--- src/rtl/mla_pkg.sv ---
// mla_pkg: shared types and constants of the mean luma auto exposure block
// used by every module under rtl; depends on nothing

package mla_pkg;

    // field widths
    localparam int PIX_W    = 11;
    localparam int COLOR_W  = 8;
    localparam int LUMA_W   = 8;
    localparam int SUM_W    = 22;
    localparam int COUNT_W  = 14;
    localparam int EXP_W    = 16;
    localparam int SCALE_W  = 11;
    localparam int CFG_IDX_W  = 3;
    localparam int CFG_DATA_W = 16;

    // configuration register indexes
    localparam logic [CFG_IDX_W-1:0] CFG_BRIGHT_LOWER = 3'd0;
    localparam logic [CFG_IDX_W-1:0] CFG_BRIGHT_UPPER = 3'd1;
    localparam logic [CFG_IDX_W-1:0] CFG_SCALE        = 3'd2;
    localparam logic [CFG_IDX_W-1:0] CFG_EXP_MIN      = 3'd3;
    localparam logic [CFG_IDX_W-1:0] CFG_EXP_MAX      = 3'd4;

    // register and state reset values
    localparam logic [LUMA_W-1:0]  RST_BRIGHT_LOWER = 8'd100;
    localparam logic [LUMA_W-1:0]  RST_BRIGHT_UPPER = 8'd120;
    localparam logic [SCALE_W-1:0] RST_SCALE        = 11'd1050;
    localparam logic [EXP_W-1:0]   RST_EXP_MIN      = 16'd200;
    localparam logic [EXP_W-1:0]   RST_EXP_MAX      = 16'd40000;
    localparam logic [EXP_W-1:0]   RST_EXPOSURE     = 16'd3200;

    // default geometry
    localparam int DEF_FRAME_ROWS  = 512;
    localparam int DEF_FRAME_COLS  = 640;
    localparam int DEF_SAMPLE_STEP = 5;
    localparam int DEF_RADIUS      = 360;

    // frame summary queue, depth must be a power of two
    localparam int QUEUE_DEPTH = 4;
    localparam int Q_CNT_W     = $clog2(QUEUE_DEPTH + 1);

    // luma weights and divide by 1000 through a reciprocal (exact below 2^18)
    localparam int PERMILLE  = 1000;
    localparam int WSUM_W    = 18;
    localparam int LUMA_S    = 28;
    localparam int LUMA_M    = 268436;
    localparam int LUMA_M_W  = 19;
    localparam int LUMA_PW   = WSUM_W + LUMA_M_W;

    // exposure times scale divided by 1000 through a reciprocal (exact below 2^27)
    localparam int SCALE_PROD_W = EXP_W + SCALE_W;
    localparam int RAISE_S      = 36;
    localparam int RAISE_M      = 68719477;
    localparam int RAISE_M_W    = 27;
    localparam int RAISE_PW     = SCALE_PROD_W + RAISE_M_W;
    localparam int RAISE_Q_W    = RAISE_PW - RAISE_S;

    // shared iterative divider
    localparam int DIV_NUM_W = 27;
    localparam int DIV_DEN_W = 14;
    localparam int DIV_CNT_W = 5;

    typedef struct packed {
        logic [LUMA_W-1:0]  lower;
        logic [LUMA_W-1:0]  upper;
        logic [SCALE_W-1:0] scale;
        logic [EXP_W-1:0]   exp_min;
        logic [EXP_W-1:0]   exp_max;
    } cfg_t;

    typedef struct packed {
        logic [SUM_W-1:0]   sum;
        logic [COUNT_W-1:0] count;
    } frame_sum_t;

    typedef struct packed {
        logic                 start;
        logic [DIV_NUM_W-1:0] num;
        logic [DIV_DEN_W-1:0] den;
    } div_req_t;

    typedef struct packed {
        logic                 busy;
        logic                 done;
        logic [DIV_NUM_W-1:0] quot;
    } div_rsp_t;

endpackage

--- src/rtl/mla_front.sv ---
// mla_front: pixel intake, sampling grid and radius test, luma and accumulation
// depends on mla_pkg; pushes one frame summary per frame into the queue

module mla_front import mla_pkg::*; #(
    parameter int FRAME_ROWS  = DEF_FRAME_ROWS,
    parameter int FRAME_COLS  = DEF_FRAME_COLS,
    parameter int SAMPLE_STEP = DEF_SAMPLE_STEP,
    parameter int RADIUS      = DEF_RADIUS
) (
    input  logic               clk,
    input  logic               rst_n,
    input  logic               in_valid,
    output logic               in_stall,
    input  logic [PIX_W-1:0]   pix_row,
    input  logic [PIX_W-1:0]   pix_col,
    input  logic [COLOR_W-1:0] blue,
    input  logic [COLOR_W-1:0] green,
    input  logic [COLOR_W-1:0] red,
    input  logic               frame_end,
    input  logic [Q_CNT_W-1:0] q_count,
    output logic               push,
    output frame_sum_t         push_data
);

    // grid test: x is a multiple of the step when the low bits of x*m are below m
    localparam int STEP_L  = $clog2(SAMPLE_STEP);
    localparam int STEP_S  = PIX_W + STEP_L;
    localparam int STEP_M  = ((1 << STEP_S) + SAMPLE_STEP - 1) / SAMPLE_STEP;
    localparam int STEP_PW = PIX_W + STEP_S + 1;
    localparam int GEO_W   = PIX_W + 1;
    localparam int DIFF_W  = PIX_W + 2;
    localparam int DIST_W  = 24;
    localparam logic [DIST_W-1:0] RADIUS_SQ = DIST_W'(RADIUS * RADIUS);
    localparam logic [STEP_S:0]   STEP_M_V  = (STEP_S + 1)'(STEP_M);
    localparam logic [DIFF_W+1:0] FE_LIMIT  = (DIFF_W + 2)'(QUEUE_DEPTH);

    logic                 accept;
    logic [STEP_PW-1:0]   row_prod;
    logic [STEP_PW-1:0]   col_prod;
    logic                 row_div;
    logic                 col_div;
    logic                 in_bounds;
    logic signed [DIFF_W-1:0]   dr;
    logic signed [DIFF_W-1:0]   dc;
    logic signed [2*DIFF_W-1:0] dr_sq;
    logic signed [2*DIFF_W-1:0] dc_sq;
    logic [WSUM_W-1:0]    wsum;

    logic                 b_valid_reg;
    logic                 b_fe_reg;
    logic                 b_keep_reg;
    logic [WSUM_W-1:0]    b_w_reg;
    logic [DIST_W-1:0]    b_dr2_reg;
    logic [DIST_W-1:0]    b_dc2_reg;

    logic                 c_valid_reg;
    logic                 c_fe_reg;
    logic                 c_keep_reg;
    logic [LUMA_PW-1:0]   c_prod_reg;

    logic [SUM_W-1:0]     sum_reg;
    logic [SUM_W-1:0]     sum_next;
    logic [COUNT_W-1:0]   count_reg;
    logic [COUNT_W-1:0]   count_next;
    logic [LUMA_W-1:0]    luma;
    logic [SUM_W:0]       sum_wide;
    logic [1:0]           fe_inflight;
    logic [DIFF_W+1:0]    pending;

    // reserve a queue slot for every frame end still in the pipeline
    assign fe_inflight = {1'b0, b_valid_reg & b_fe_reg} + {1'b0, c_valid_reg & c_fe_reg};
    assign pending     = (DIFF_W + 2)'(q_count) + (DIFF_W + 2)'(fe_inflight);
    assign in_stall    = (pending >= FE_LIMIT);
    assign accept      = in_valid & ~in_stall;

    // first stage: grid products, distance squares, weighted color sum
    assign row_prod  = STEP_PW'(pix_row) * STEP_PW'(STEP_M);
    assign col_prod  = STEP_PW'(pix_col) * STEP_PW'(STEP_M);
    assign row_div   = ({1'b0, row_prod[STEP_S-1:0]} < STEP_M_V);
    assign col_div   = ({1'b0, col_prod[STEP_S-1:0]} < STEP_M_V);
    assign in_bounds = (GEO_W'(pix_row) < GEO_W'(FRAME_ROWS))
                     & (GEO_W'(pix_col) < GEO_W'(FRAME_COLS));
    assign dr    = $signed(DIFF_W'(pix_row) - DIFF_W'(FRAME_ROWS));
    assign dc    = $signed(DIFF_W'(pix_col) - DIFF_W'(FRAME_COLS));
    assign dr_sq = dr * dr;
    assign dc_sq = dc * dc;
    assign wsum  = WSUM_W'(red) * WSUM_W'(299) + WSUM_W'(green) * WSUM_W'(587)
                 + WSUM_W'(blue) * WSUM_W'(114);

    always_ff @(posedge clk or negedge rst_n)
    begin
        if (!rst_n)
        begin
            b_valid_reg <= 1'b0;
            b_fe_reg    <= 1'b0;
        end
        else
        begin
            b_valid_reg <= accept;
            b_fe_reg    <= frame_end;
        end
    end

    always_ff @(posedge clk)
    begin
        b_keep_reg <= in_bounds & row_div & col_div;
        b_w_reg    <= wsum;
        b_dr2_reg  <= DIST_W'(dr_sq);
        b_dc2_reg  <= DIST_W'(dc_sq);
    end

    // second stage: radius test and reciprocal multiply for the divide by 1000
    always_ff @(posedge clk or negedge rst_n)
    begin
        if (!rst_n)
        begin
            c_valid_reg <= 1'b0;
            c_fe_reg    <= 1'b0;
        end
        else
        begin
            c_valid_reg <= b_valid_reg;
            c_fe_reg    <= b_fe_reg;
        end
    end

    always_ff @(posedge clk)
    begin
        c_keep_reg <= b_keep_reg & ((b_dr2_reg + b_dc2_reg) < RADIUS_SQ);
        c_prod_reg <= LUMA_PW'(b_w_reg) * LUMA_PW'(LUMA_M);
    end

    // third stage: saturating accumulation, summary push at frame end
    assign luma     = c_prod_reg[LUMA_S +: LUMA_W];
    assign sum_wide = {1'b0, sum_reg} + (SUM_W + 1)'(luma);

    always_comb
    begin
        sum_next   = sum_reg;
        count_next = count_reg;
        if (c_valid_reg && c_keep_reg)
        begin
            sum_next = sum_wide[SUM_W] ? {SUM_W{1'b1}} : sum_wide[SUM_W-1:0];
            if (count_reg != {COUNT_W{1'b1}})
            begin
                count_next = count_reg + COUNT_W'(1);
            end
        end
    end

    assign push            = c_valid_reg & c_fe_reg;
    assign push_data.sum   = sum_next;
    assign push_data.count = count_next;

    always_ff @(posedge clk or negedge rst_n)
    begin
        if (!rst_n)
        begin
            sum_reg   <= '0;
            count_reg <= '0;
        end
        else if (push)
        begin
            sum_reg   <= '0;
            count_reg <= '0;
        end
        else
        begin
            sum_reg   <= sum_next;
            count_reg <= count_next;
        end
    end

endmodule

--- src/rtl/mla_queue.sv ---
// mla_queue: short queue of frame summaries between front and back
// depends on mla_pkg

module mla_queue import mla_pkg::*; (
    input  logic               clk,
    input  logic               rst_n,
    input  logic               push,
    input  frame_sum_t         push_data,
    input  logic               pop,
    output frame_sum_t         head,
    output logic               empty,
    output logic [Q_CNT_W-1:0] count
);

    localparam int DEPTH = QUEUE_DEPTH;
    localparam int PTR_W = $clog2(DEPTH);

    frame_sum_t         mem [DEPTH];
    logic [PTR_W-1:0]   wr_ptr_reg;
    logic [PTR_W-1:0]   rd_ptr_reg;
    logic [Q_CNT_W-1:0] count_reg;

    assign head  = mem[rd_ptr_reg];
    assign empty = (count_reg == '0);
    assign count = count_reg;

    // storage
    always_ff @(posedge clk)
    begin
        if (push)
        begin
            mem[wr_ptr_reg] <= push_data;
        end
    end

    // pointers and fill level
    always_ff @(posedge clk or negedge rst_n)
    begin
        if (!rst_n)
        begin
            wr_ptr_reg <= '0;
            rd_ptr_reg <= '0;
            count_reg  <= '0;
        end
        else
        begin
            if (push)
            begin
                wr_ptr_reg <= wr_ptr_reg + PTR_W'(1);
            end
            if (pop)
            begin
                rd_ptr_reg <= rd_ptr_reg + PTR_W'(1);
            end
            count_reg <= count_reg + Q_CNT_W'(push) - Q_CNT_W'(pop);
        end
    end

    a_no_overflow: assert property (@(posedge clk) disable iff (!rst_n)
        push |-> (count_reg < Q_CNT_W'(DEPTH)))
        else $error("frame summary pushed into a full queue");

    a_no_underflow: assert property (@(posedge clk) disable iff (!rst_n)
        pop |-> (count_reg != '0))
        else $error("frame summary popped from an empty queue");

endmodule

--- src/rtl/mla_div.sv ---
// mla_div: restoring divider, one quotient bit per cycle
// depends on mla_pkg; shared by the mean and the exposure scaling

module mla_div import mla_pkg::*; (
    input  logic     clk,
    input  logic     rst_n,
    input  div_req_t req,
    output div_rsp_t rsp
);

    logic [DIV_NUM_W-1:0] num_reg;
    logic [DIV_DEN_W-1:0] den_reg;
    logic [DIV_DEN_W-1:0] rem_reg;
    logic [DIV_CNT_W-1:0] cnt_reg;
    logic                 busy_reg;
    logic                 done_reg;
    logic [DIV_DEN_W:0]   trial;
    logic                 qbit;

    // trial subtract; a zero divisor yields an all ones quotient
    assign trial = {rem_reg, num_reg[DIV_NUM_W-1]};
    assign qbit  = (trial >= {1'b0, den_reg});

    always_ff @(posedge clk or negedge rst_n)
    begin
        if (!rst_n)
        begin
            busy_reg <= 1'b0;
            done_reg <= 1'b0;
            cnt_reg  <= '0;
        end
        else
        begin
            done_reg <= 1'b0;
            if (req.start)
            begin
                busy_reg <= 1'b1;
                cnt_reg  <= '0;
            end
            else if (busy_reg)
            begin
                cnt_reg <= cnt_reg + DIV_CNT_W'(1);
                if (cnt_reg == DIV_CNT_W'(DIV_NUM_W - 1))
                begin
                    busy_reg <= 1'b0;
                    done_reg <= 1'b1;
                end
            end
        end
    end

    // quotient shifts into the numerator register
    always_ff @(posedge clk)
    begin
        if (req.start)
        begin
            num_reg <= req.num;
            den_reg <= req.den;
            rem_reg <= '0;
        end
        else if (busy_reg)
        begin
            num_reg <= {num_reg[DIV_NUM_W-2:0], qbit};
            rem_reg <= qbit ? DIV_DEN_W'(trial - {1'b0, den_reg}) : trial[DIV_DEN_W-1:0];
        end
    end

    assign rsp.busy = busy_reg;
    assign rsp.done = done_reg;
    assign rsp.quot = num_reg;

endmodule

--- src/rtl/mla_back.sv ---
// mla_back: per frame mean, exposure update and result register
// depends on mla_pkg and mla_div

module mla_back import mla_pkg::*; (
    input  logic               clk,
    input  logic               rst_n,
    input  cfg_t               cfg,
    input  frame_sum_t         head,
    input  logic               empty,
    output logic               pop,
    output logic               out_valid,
    input  logic               out_stall,
    output logic [EXP_W-1:0]   exposure,
    output logic [LUMA_W-1:0]  mean_luma,
    output logic [COUNT_W-1:0] sample_count
);

    localparam logic [2:0] ST_IDLE  = 3'd0;
    localparam logic [2:0] ST_MEAN  = 3'd1;
    localparam logic [2:0] ST_SCALE = 3'd2;
    localparam logic [2:0] ST_OUT   = 3'd3;
    localparam logic [2:0] ST_RAISE = 3'd4;
    localparam logic [2:0] ST_APPLY = 3'd5;

    logic [2:0]              state_reg;
    logic [2:0]              state_next;
    logic [EXP_W-1:0]        exposure_reg;
    logic [EXP_W-1:0]        exposure_next;
    logic [LUMA_W-1:0]       mean_reg;
    logic [LUMA_W-1:0]       mean_next;
    logic [COUNT_W-1:0]      count_reg;
    logic [COUNT_W-1:0]      count_next;
    logic [LUMA_W-1:0]       mean_c;
    logic                    in_band;
    logic [SCALE_PROD_W-1:0] raise_prod_reg;
    logic [RAISE_PW-1:0]     raise_recip_reg;
    logic [RAISE_Q_W-1:0]    raise_q;
    div_req_t                req;
    div_rsp_t                rsp;

    mla_div u_div (
        .clk   (clk),
        .rst_n (rst_n),
        .req   (req),
        .rsp   (rsp)
    );

    // clamp of the quotient to a luma value
    assign mean_c  = (rsp.quot > DIV_NUM_W'(255)) ? {LUMA_W{1'b1}} : rsp.quot[LUMA_W-1:0];
    assign in_band = (exposure_reg > cfg.exp_min) && (exposure_reg < cfg.exp_max);

    // raise path: exposure times scale, then a reciprocal multiply for the divide by 1000
    always_ff @(posedge clk)
    begin
        raise_prod_reg  <= SCALE_PROD_W'(exposure_reg) * SCALE_PROD_W'(cfg.scale);
        raise_recip_reg <= RAISE_PW'(raise_prod_reg) * RAISE_PW'(RAISE_M);
    end

    assign raise_q = raise_recip_reg[RAISE_S +: RAISE_Q_W];

    // frame sequencer
    always_comb
    begin
        state_next    = state_reg;
        exposure_next = exposure_reg;
        mean_next     = mean_reg;
        count_next    = count_reg;
        pop           = 1'b0;
        req.start     = 1'b0;
        req.num       = DIV_NUM_W'(head.sum);
        req.den       = head.count;
        case (state_reg)
            ST_IDLE:
            begin
                if (!empty)
                begin
                    pop        = 1'b1;
                    count_next = head.count;
                    if (head.count == '0)
                    begin
                        mean_next  = '0;
                        state_next = ST_OUT;
                    end
                    else
                    begin
                        req.start  = 1'b1;
                        state_next = ST_MEAN;
                    end
                end
            end
            ST_MEAN:
            begin
                if (rsp.done)
                begin
                    mean_next = mean_c;
                    if (in_band && (mean_c < cfg.lower))
                    begin
                        state_next = ST_RAISE;
                    end
                    else if (in_band && (mean_c > cfg.upper))
                    begin
                        req.start  = 1'b1;
                        req.num    = DIV_NUM_W'(exposure_reg) * DIV_NUM_W'(PERMILLE);
                        req.den    = DIV_DEN_W'(cfg.scale);
                        state_next = ST_SCALE;
                    end
                    else
                    begin
                        state_next = ST_OUT;
                    end
                end
            end
            ST_RAISE:
            begin
                state_next = ST_APPLY;
            end
            ST_APPLY:
            begin
                exposure_next = (raise_q > RAISE_Q_W'({EXP_W{1'b1}}))
                              ? {EXP_W{1'b1}} : raise_q[EXP_W-1:0];
                state_next    = ST_OUT;
            end
            ST_SCALE:
            begin
                if (rsp.done)
                begin
                    exposure_next = (rsp.quot > DIV_NUM_W'({EXP_W{1'b1}}))
                                  ? {EXP_W{1'b1}} : rsp.quot[EXP_W-1:0];
                    state_next    = ST_OUT;
                end
            end
            ST_OUT:
            begin
                if (!out_stall)
                begin
                    state_next = ST_IDLE;
                end
            end
            default:
            begin
                state_next = ST_IDLE;
            end
        endcase
    end

    always_ff @(posedge clk or negedge rst_n)
    begin
        if (!rst_n)
        begin
            state_reg    <= ST_IDLE;
            exposure_reg <= RST_EXPOSURE;
        end
        else
        begin
            state_reg    <= state_next;
            exposure_reg <= exposure_next;
        end
    end

    always_ff @(posedge clk)
    begin
        mean_reg  <= mean_next;
        count_reg <= count_next;
    end

    assign out_valid    = (state_reg == ST_OUT);
    assign exposure     = exposure_reg;
    assign mean_luma    = mean_reg;
    assign sample_count = count_reg;

    a_start_idle_div: assert property (@(posedge clk) disable iff (!rst_n)
        req.start |-> !rsp.busy)
        else $error("divider started while busy");

    a_done_expected: assert property (@(posedge clk) disable iff (!rst_n)
        rsp.done |-> ((state_reg == ST_MEAN) || (state_reg == ST_SCALE)))
        else $error("divider finished with no division pending");

endmodule

--- src/rtl/mean_luma_auto_exposure.sv ---
// mean_luma_auto_exposure: top level, configuration registers and block wiring
// depends on mla_pkg, mla_front, mla_queue, mla_back
//
//  channel  direction  handshake             payload
//  pixel    in         in_valid / in_stall   pix_row pix_col blue green red frame_end
//  result   out        out_valid / out_stall exposure mean_luma sample_count
//  config   in         cfg_valid / cfg_ready cfg_index cfg_data
//
//  pixels: one transaction per cycle when not stalled, three stage front pipeline
//  result: out_valid follows the frame end through the front b and c registers, the
//  queue and the bit-serial mean divide, plus a second divide when exposure is lowered
//  in_stall rises only while the frame summary queue (4 frames) is fully reserved
//  reset restores the register defaults and an exposure of 3200, no clearing pass
//  cfg_ready is always high

module mean_luma_auto_exposure import mla_pkg::*; #(
    parameter int FRAME_ROWS  = DEF_FRAME_ROWS,
    parameter int FRAME_COLS  = DEF_FRAME_COLS,
    parameter int SAMPLE_STEP = DEF_SAMPLE_STEP,
    parameter int RADIUS      = DEF_RADIUS
) (
    input  logic                  clk,
    input  logic                  rst_n,
    input  logic                  in_valid,
    output logic                  in_stall,
    input  logic [PIX_W-1:0]      pix_row,
    input  logic [PIX_W-1:0]      pix_col,
    input  logic [COLOR_W-1:0]    blue,
    input  logic [COLOR_W-1:0]    green,
    input  logic [COLOR_W-1:0]    red,
    input  logic                  frame_end,
    output logic                  out_valid,
    input  logic                  out_stall,
    output logic [EXP_W-1:0]      exposure,
    output logic [LUMA_W-1:0]     mean_luma,
    output logic [COUNT_W-1:0]    sample_count,
    input  logic                  cfg_valid,
    output logic                  cfg_ready,
    input  logic [CFG_IDX_W-1:0]  cfg_index,
    input  logic [CFG_DATA_W-1:0] cfg_data
);

    cfg_t               cfg_reg;
    logic               push;
    frame_sum_t         push_data;
    logic               pop;
    frame_sum_t         head;
    logic               empty;
    logic [Q_CNT_W-1:0] q_count;

    // configuration register writes
    assign cfg_ready = 1'b1;

    always_ff @(posedge clk or negedge rst_n)
    begin
        if (!rst_n)
        begin
            cfg_reg.lower   <= RST_BRIGHT_LOWER;
            cfg_reg.upper   <= RST_BRIGHT_UPPER;
            cfg_reg.scale   <= RST_SCALE;
            cfg_reg.exp_min <= RST_EXP_MIN;
            cfg_reg.exp_max <= RST_EXP_MAX;
        end
        else if (cfg_valid && cfg_ready)
        begin
            case (cfg_index)
                CFG_BRIGHT_LOWER: cfg_reg.lower   <= cfg_data[LUMA_W-1:0];
                CFG_BRIGHT_UPPER: cfg_reg.upper   <= cfg_data[LUMA_W-1:0];
                CFG_SCALE:        cfg_reg.scale   <= cfg_data[SCALE_W-1:0];
                CFG_EXP_MIN:      cfg_reg.exp_min <= cfg_data[EXP_W-1:0];
                CFG_EXP_MAX:      cfg_reg.exp_max <= cfg_data[EXP_W-1:0];
                default:
                begin
                end
            endcase
        end
    end

    // pixel intake and accumulation
    mla_front #(
        .FRAME_ROWS  (FRAME_ROWS),
        .FRAME_COLS  (FRAME_COLS),
        .SAMPLE_STEP (SAMPLE_STEP),
        .RADIUS      (RADIUS)
    ) u_front (
        .clk       (clk),
        .rst_n     (rst_n),
        .in_valid  (in_valid),
        .in_stall  (in_stall),
        .pix_row   (pix_row),
        .pix_col   (pix_col),
        .blue      (blue),
        .green     (green),
        .red       (red),
        .frame_end (frame_end),
        .q_count   (q_count),
        .push      (push),
        .push_data (push_data)
    );

    // frame summary queue
    mla_queue u_queue (
        .clk       (clk),
        .rst_n     (rst_n),
        .push      (push),
        .push_data (push_data),
        .pop       (pop),
        .head      (head),
        .empty     (empty),
        .count     (q_count)
    );

    // mean and exposure update
    mla_back u_back (
        .clk          (clk),
        .rst_n        (rst_n),
        .cfg          (cfg_reg),
        .head         (head),
        .empty        (empty),
        .pop          (pop),
        .out_valid    (out_valid),
        .out_stall    (out_stall),
        .exposure     (exposure),
        .mean_luma    (mean_luma),
        .sample_count (sample_count)
    );

endmodule
--- config.mk ---
export PLATFORM = sky130hd
export DESIGN_NAME = mean_luma_auto_exposure
export DESIGN_NICKNAME = d
export VERILOG_FILES = /design/src/rtl/mla_pkg.sv /design/src/rtl/mla_front.sv /design/src/rtl/mla_queue.sv /design/src/rtl/mla_div.sv /design/src/rtl/mla_back.sv /design/src/rtl/mean_luma_auto_exposure.sv
export SDC_FILE = /design/constraint.sdc
export NUM_CORES = 2
export LEC_CHECK = 0
export BUFFER_PORTS_ARGS = -buffer_cell sky130_fd_sc_hd__buf_2
export CORE_ASPECT_RATIO = 1.75
export CORE_UTILIZATION = 28
export CTS_CLUSTER_DIAMETER = 150
export DETAILED_ROUTE_END_ITERATION = 8
export PLACE_DENSITY_LB_ADDON = 0.25
export SYNTH_ARGS = -nofsm -noshare
export SYNTH_HDL_FRONTEND = slang
export SYNTH_HIERARCHICAL = 1
export SYNTH_SLANG_ARGS = --single-unit
--- constraint.sdc ---
create_clock -name clk -period 17.8 [get_ports clk]
set_input_delay 3.56 -clock clk [delete_from_list [all_inputs] [get_ports clk]]
set_output_delay 3.56 -clock clk [all_outputs]
set_load 0.05 [all_outputs]
== Yosys cells after proc, flatten, opt, wreduce, memory -nomap -nowiden ==
Memories as Yosys holds them, arrays and structs flattened.
Index checks and enable logic that the tools add are counted.
Widths: inputs -> output; s select.
Word-level totals
  bits in registers: 392
  logic and storage cells: 163
  output and inout port bits: 41
  bits in writable memories: 144
  memories kept: 1
Operators by class
  order comparisons: 14
  multipliers: 11
  bitwise logic cells: 9
  reduce and logical (&&, ||, !) cells: 20
  multiplexer cells: 45
  eq/ne operators: 16
  add/sub/neg operators: 15
Memories
  u_queue.mem: words 4, bits a word 36, read ports 1, clocked after Yosys merged registers in 0, wr ports 1, line mla_queue.sv:18  | frame_sum_t mem [DEPTH];
Operator list (number)
  $mux 42: 3
  $mux 22: 3
  $mux 14: 4
  $mul 27x27->54 const B: 1
  $mux 27: 2
  $mul 12x12->24: 2
  $mux 16: 3
  $mux 41: 1
  $mul 18x17->34 const B: 1
  $mux 8: 4
  $pmux 16 s2: 1
  $lt 14x12->1 const B: 2
  $mul 11x12->14 const B: 2
  $gt 27x16->1 const B: 1
  $gt 27x8->1 const B: 1
  $mul 16x11->27: 1
  $add 24x24->24: 1
  $lt 24x17->1 const B: 1
  $sub 11x10->12 const B: 2
  $add 22x8->23: 1
  $mul 16x7->23 const B: 1
  $lt 11x10->1 const B: 2
  $add 17x18->18: 1
  $add 18x15->18: 1
  other kinds (40): 88

== Logic depth before layout (Yosys ltp) ==
  depth after elaboration: 9
  mapped depth: 25
  mapped depth without buffers: 25

== Modules after synthesis ==
The synthesis kept the hierarchy.
Modules (own cells, without submodules)
  mla_front: area an instance 24309.6 sq um, cells each 2501, times used 1
  mla_back: area an instance 22798.1 sq um, cells each 2353, times used 1
  mla_queue: area an instance 5592.9 sq um, cells each 221, times used 1
  mla_div: area an instance 3337.0 sq um, cells each 289, times used 1
  mean_luma_auto_exposure: area an instance 2285.9 sq um, cells each 130, times used 1

== Worst setup path after synthesis ==
OpenSTA, ideal clock, no wires.
  kind: input-to-reg
  start point: input port pix_col[7]
  end point: register u_front.b_dc2_reg[22]
  path slack: 8.811 ns
  stages: 21
  path buffers: 2
  data arrival time: 8.883 ns
  path through: inv_1 -> ha_1 -> inv_1 -> a21o_1 -> clkbuf_1 -> inv_1 -> clkbuf_1 -> nand2_1 -> inv_1 -> fa_1 -> inv_1 -> fa_1 -> fa_1 -> inv_1 -> fa_1 -> fa_1 -> ha_1 -> or3_1 -> o31ai_2 -> or4b_1 -> o311ai_0
Between the ends
  longest elaborated chain between the ends: 2
RTL lines
  start: declaration: line mean_luma_auto_exposure.sv:27  | input logic [PIX_W-1:0] pix_col,
  $sub 11x10->12: line mla_front.sv:84  | assign dc = $signed(DIFF_W'(pix_col) - DIFF_W'(FRAME_COLS));
  $mul 12x12->24: line mla_front.sv:86  | assign dc_sq = dc * dc;
  named net u_front.dc_sq[22]: line mla_front.sv:46  | logic signed [2*DIFF_W-1:0] dc_sq;
  end signal: assignment: line mla_front.sv:109  | b_dc2_reg <= DIST_W'(dc_sq);
  end: declaration: line mla_front.sv:54  | logic [DIST_W-1:0] b_dc2_reg;
The timed path passes the listed nets, and every way through them passes these cells.
A chain may end at the register's enable or synchronous reset.

== Worst setup path after layout ==
  start point: input port pix_row[9]
  end point: register u_front.b_dr2_reg[22]
Between the ends
  longest elaborated chain between the ends: 2
RTL lines
  start: declaration: line mean_luma_auto_exposure.sv:26  | input logic [PIX_W-1:0] pix_row,
  $sub 11x10->12: line mla_front.sv:83  | assign dr = $signed(DIFF_W'(pix_row) - DIFF_W'(FRAME_ROWS));
  $mul 12x12->24: line mla_front.sv:85  | assign dr_sq = dr * dr;
  named net u_front.dr_sq[22]: line mla_front.sv:45  | logic signed [2*DIFF_W-1:0] dr_sq;
  end signal: assignment: line mla_front.sv:108  | b_dr2_reg <= DIST_W'(dr_sq);
  end: declaration: line mla_front.sv:53  | logic [DIST_W-1:0] b_dr2_reg;
The timed path passes the listed nets, and every way through them passes these cells.

==> results.yml <==
synthesis:
  synth_cells: 5493
  yosysWarnings: 6
  syn_area_per_cell_um2: 10.6
  syn-num-nets: 7330
  netlist_area_um2: 58300
final_layout:
  postLayoutCoreUtil: 0.308
  fin_area_um2: 63800
  layout.nets: 7427
  largest_register_ffs: 144
  drive_above_1_share: 0.0808
  instances_no_fill: 8310
  syn_to_final_growth_pct: 9.34
timing:
  fin_crit_sh: 0.539
  setup-tns-final_ps: 0
  hold-worst-slack_ps: 367
  setup_viol: 0
  hold_viol: 0
  tightest_slew_ps: 1240
  fmax_ghz: 0.104
  fin_skew_ps: 18.5
  maxSlewViolCount: 0
  fin_crit_ps: 9590
  rsz0062_at_grt: "false"
  slew_headroom: 0.161
die:
  initial_core_util: 0.282
  core-area_um2: 207000
  die_y_um: 606
  dieArea_um2: 210000
  io_pins: 112
  die-width_um: 347
  rows: 221
placed_design:
  dp_hpwl_um: 127000
  postPlaceCellArea_um2: 62000
  gp_congestion: 0.857
  dp.cells: 8211
  io_buffers: 110
critical_path:
  r2r_cells: 19
  crit_path_max_fanout: 16
  crit_start: "pix_row[9]"
  crit_arrival_ps: 10180
  path_depth: 18
  slowest_delay_ps: 720
  critical_path_class: "primary input to flip-flop"
  cp-start-kind: "primary input"
  end_kind: "flip-flop"
  required_ps: 18390
  path_cells: "buf_2 > inv_1 > ha_1 > clkinv_1 > nor2_1 > fa_1 > fa_1 > inv_1 > fa_1 > fa_1 > fa_1 > inv_1 > ha_1 > nand4_1 > o311ai_0 > a211oi_1 > a21oi_1 > xor2_1"
  reg2reg_setup_slack_ps: 10000
  critPathCapture: "u_front/b_dr2_reg[22]"
  r2r_start: "u_back/raise_prod_reg[19]"
  path_buf_inv: 5
  timing.rr.end: "u_back/raise_recip_reg[45]"
  crit_slowest_cell: "ha_1"
  crit_top_cell: "fa_1"
  cpLargestDelayFamily: "adder cells"
drt:
  postRouteAntennaNets: 0
  wire_per_inst_um: 18.1
  vias: 37600
  dr.pass1.iters: 5
  drc: 0
  viasPerCell: 4.53
  wl_um: 151000
  drt_iter0_markers: 1207
hold_path:
  hold_path.class: "flip-flop to flip-flop"
  hp-start: "u_front/b_valid_reg"
global_route:
  grt_start_max_net_pins: 72
  grt.total_usage: 0.148
  grt_pass1_wl_um: 239000
  overflow: 0
  grt_pass1_vias: 42900
  antenna_found_initial: 7
run_status:
  status: "finished, final reports clean"
power:
  ir_worst_vdd_mv: 0.198
  p_per_area_nw_per_um2: 154
  p_leak_uw: 0.0323
clock_network:
  cts.reportedPaths.clkPinSlew_ps: 60
  post_cts_buffers: 0
  cts_hold_buf: 0
  h-tree-depth: 2
  cts_sinks: 470
  cts_buffer_depth: 3
  cts_root_buf: "clkbuf_16"
  post_cts_resized: 0
  cts_tree: "done"
  insertion_delay_ps: 660
  cts_inserted_buffers: 53
job:
  maxCapViolCount: 0
layout by cell type (no fill, tap or decap), types with 32 or more instances in the layout:
cell and n:
clkbuf_16 54, mux2_2 94, and3_1 40, nand2_1 252
a211oi_1 40, nand2b_1 32, xnor2_1 148, buf_2 109
o21ai_0 88, fa_1 813, nor2_1 188, edfxtp_1 207
inv_1 1339, a21oi_1 134, and2_1 150, mux4_2 36
nor3_1 44, a31oi_1 35, dfrtp_1 109, a21o_1 68
ha_1 953, xor2_1 50, nand3_1 47, dfxtp_1 131
stage by stage:
step / worst slack (ps) / power [uW]
finish: 8210 / 9840
global route: 7790 / 11100
CTS: 8150 / 10100
detailed placement: 7420 / 8830
global placement: 7500 / 8750
floorplan: 8810 / 6990
routing by layer:
layer / wire length (um) / GRT usage / share of wire
met4: 7040 / 0.0647 / 0.047
met3: 3050 / 0.0108 / 0.020
met5: 0 / 0 / 0
met1: 52600 / 0.143 / 0.35
met2: 87800 / 0.309 / 0.58
power breakdown:
part,total [uW],leakage [uW],switching [uW],internal [uW]
Combinational,7010,0.0269,3840,3160
Sequential,1700,0.00454,258,1440
Clock,1130,0.000869,501,634
Total,9840,0.0323,4600,5240
final cells by class:
class / instances / area, um2
flip-flops and latches: 470 / 12200
clock inverters: 34 / 365
inverters: 1345 / 5050
fillers: 21400 / 143000
clock buffers: 64 / 1410
diodes: 1 / 2.50
repair buffers: 133 / 729
well taps: 2676 / 3350
multi-input cells: 3587 / 40700
worst min-delay path by stage:
stage	end	slack (ps)	cells past startpoint
detailed placement	u_front/c_valid_reg	360	0
floorplan	u_front/c_fe_reg	350	0
finish	u_front/c_valid_reg	370	0
CTS	u_front/c_valid_reg	380	0
global route	u_front/c_fe_reg	400	0
global placement	u_front/c_fe_reg	360	0
No activity file was read; power rests on OpenSTA's default activity.
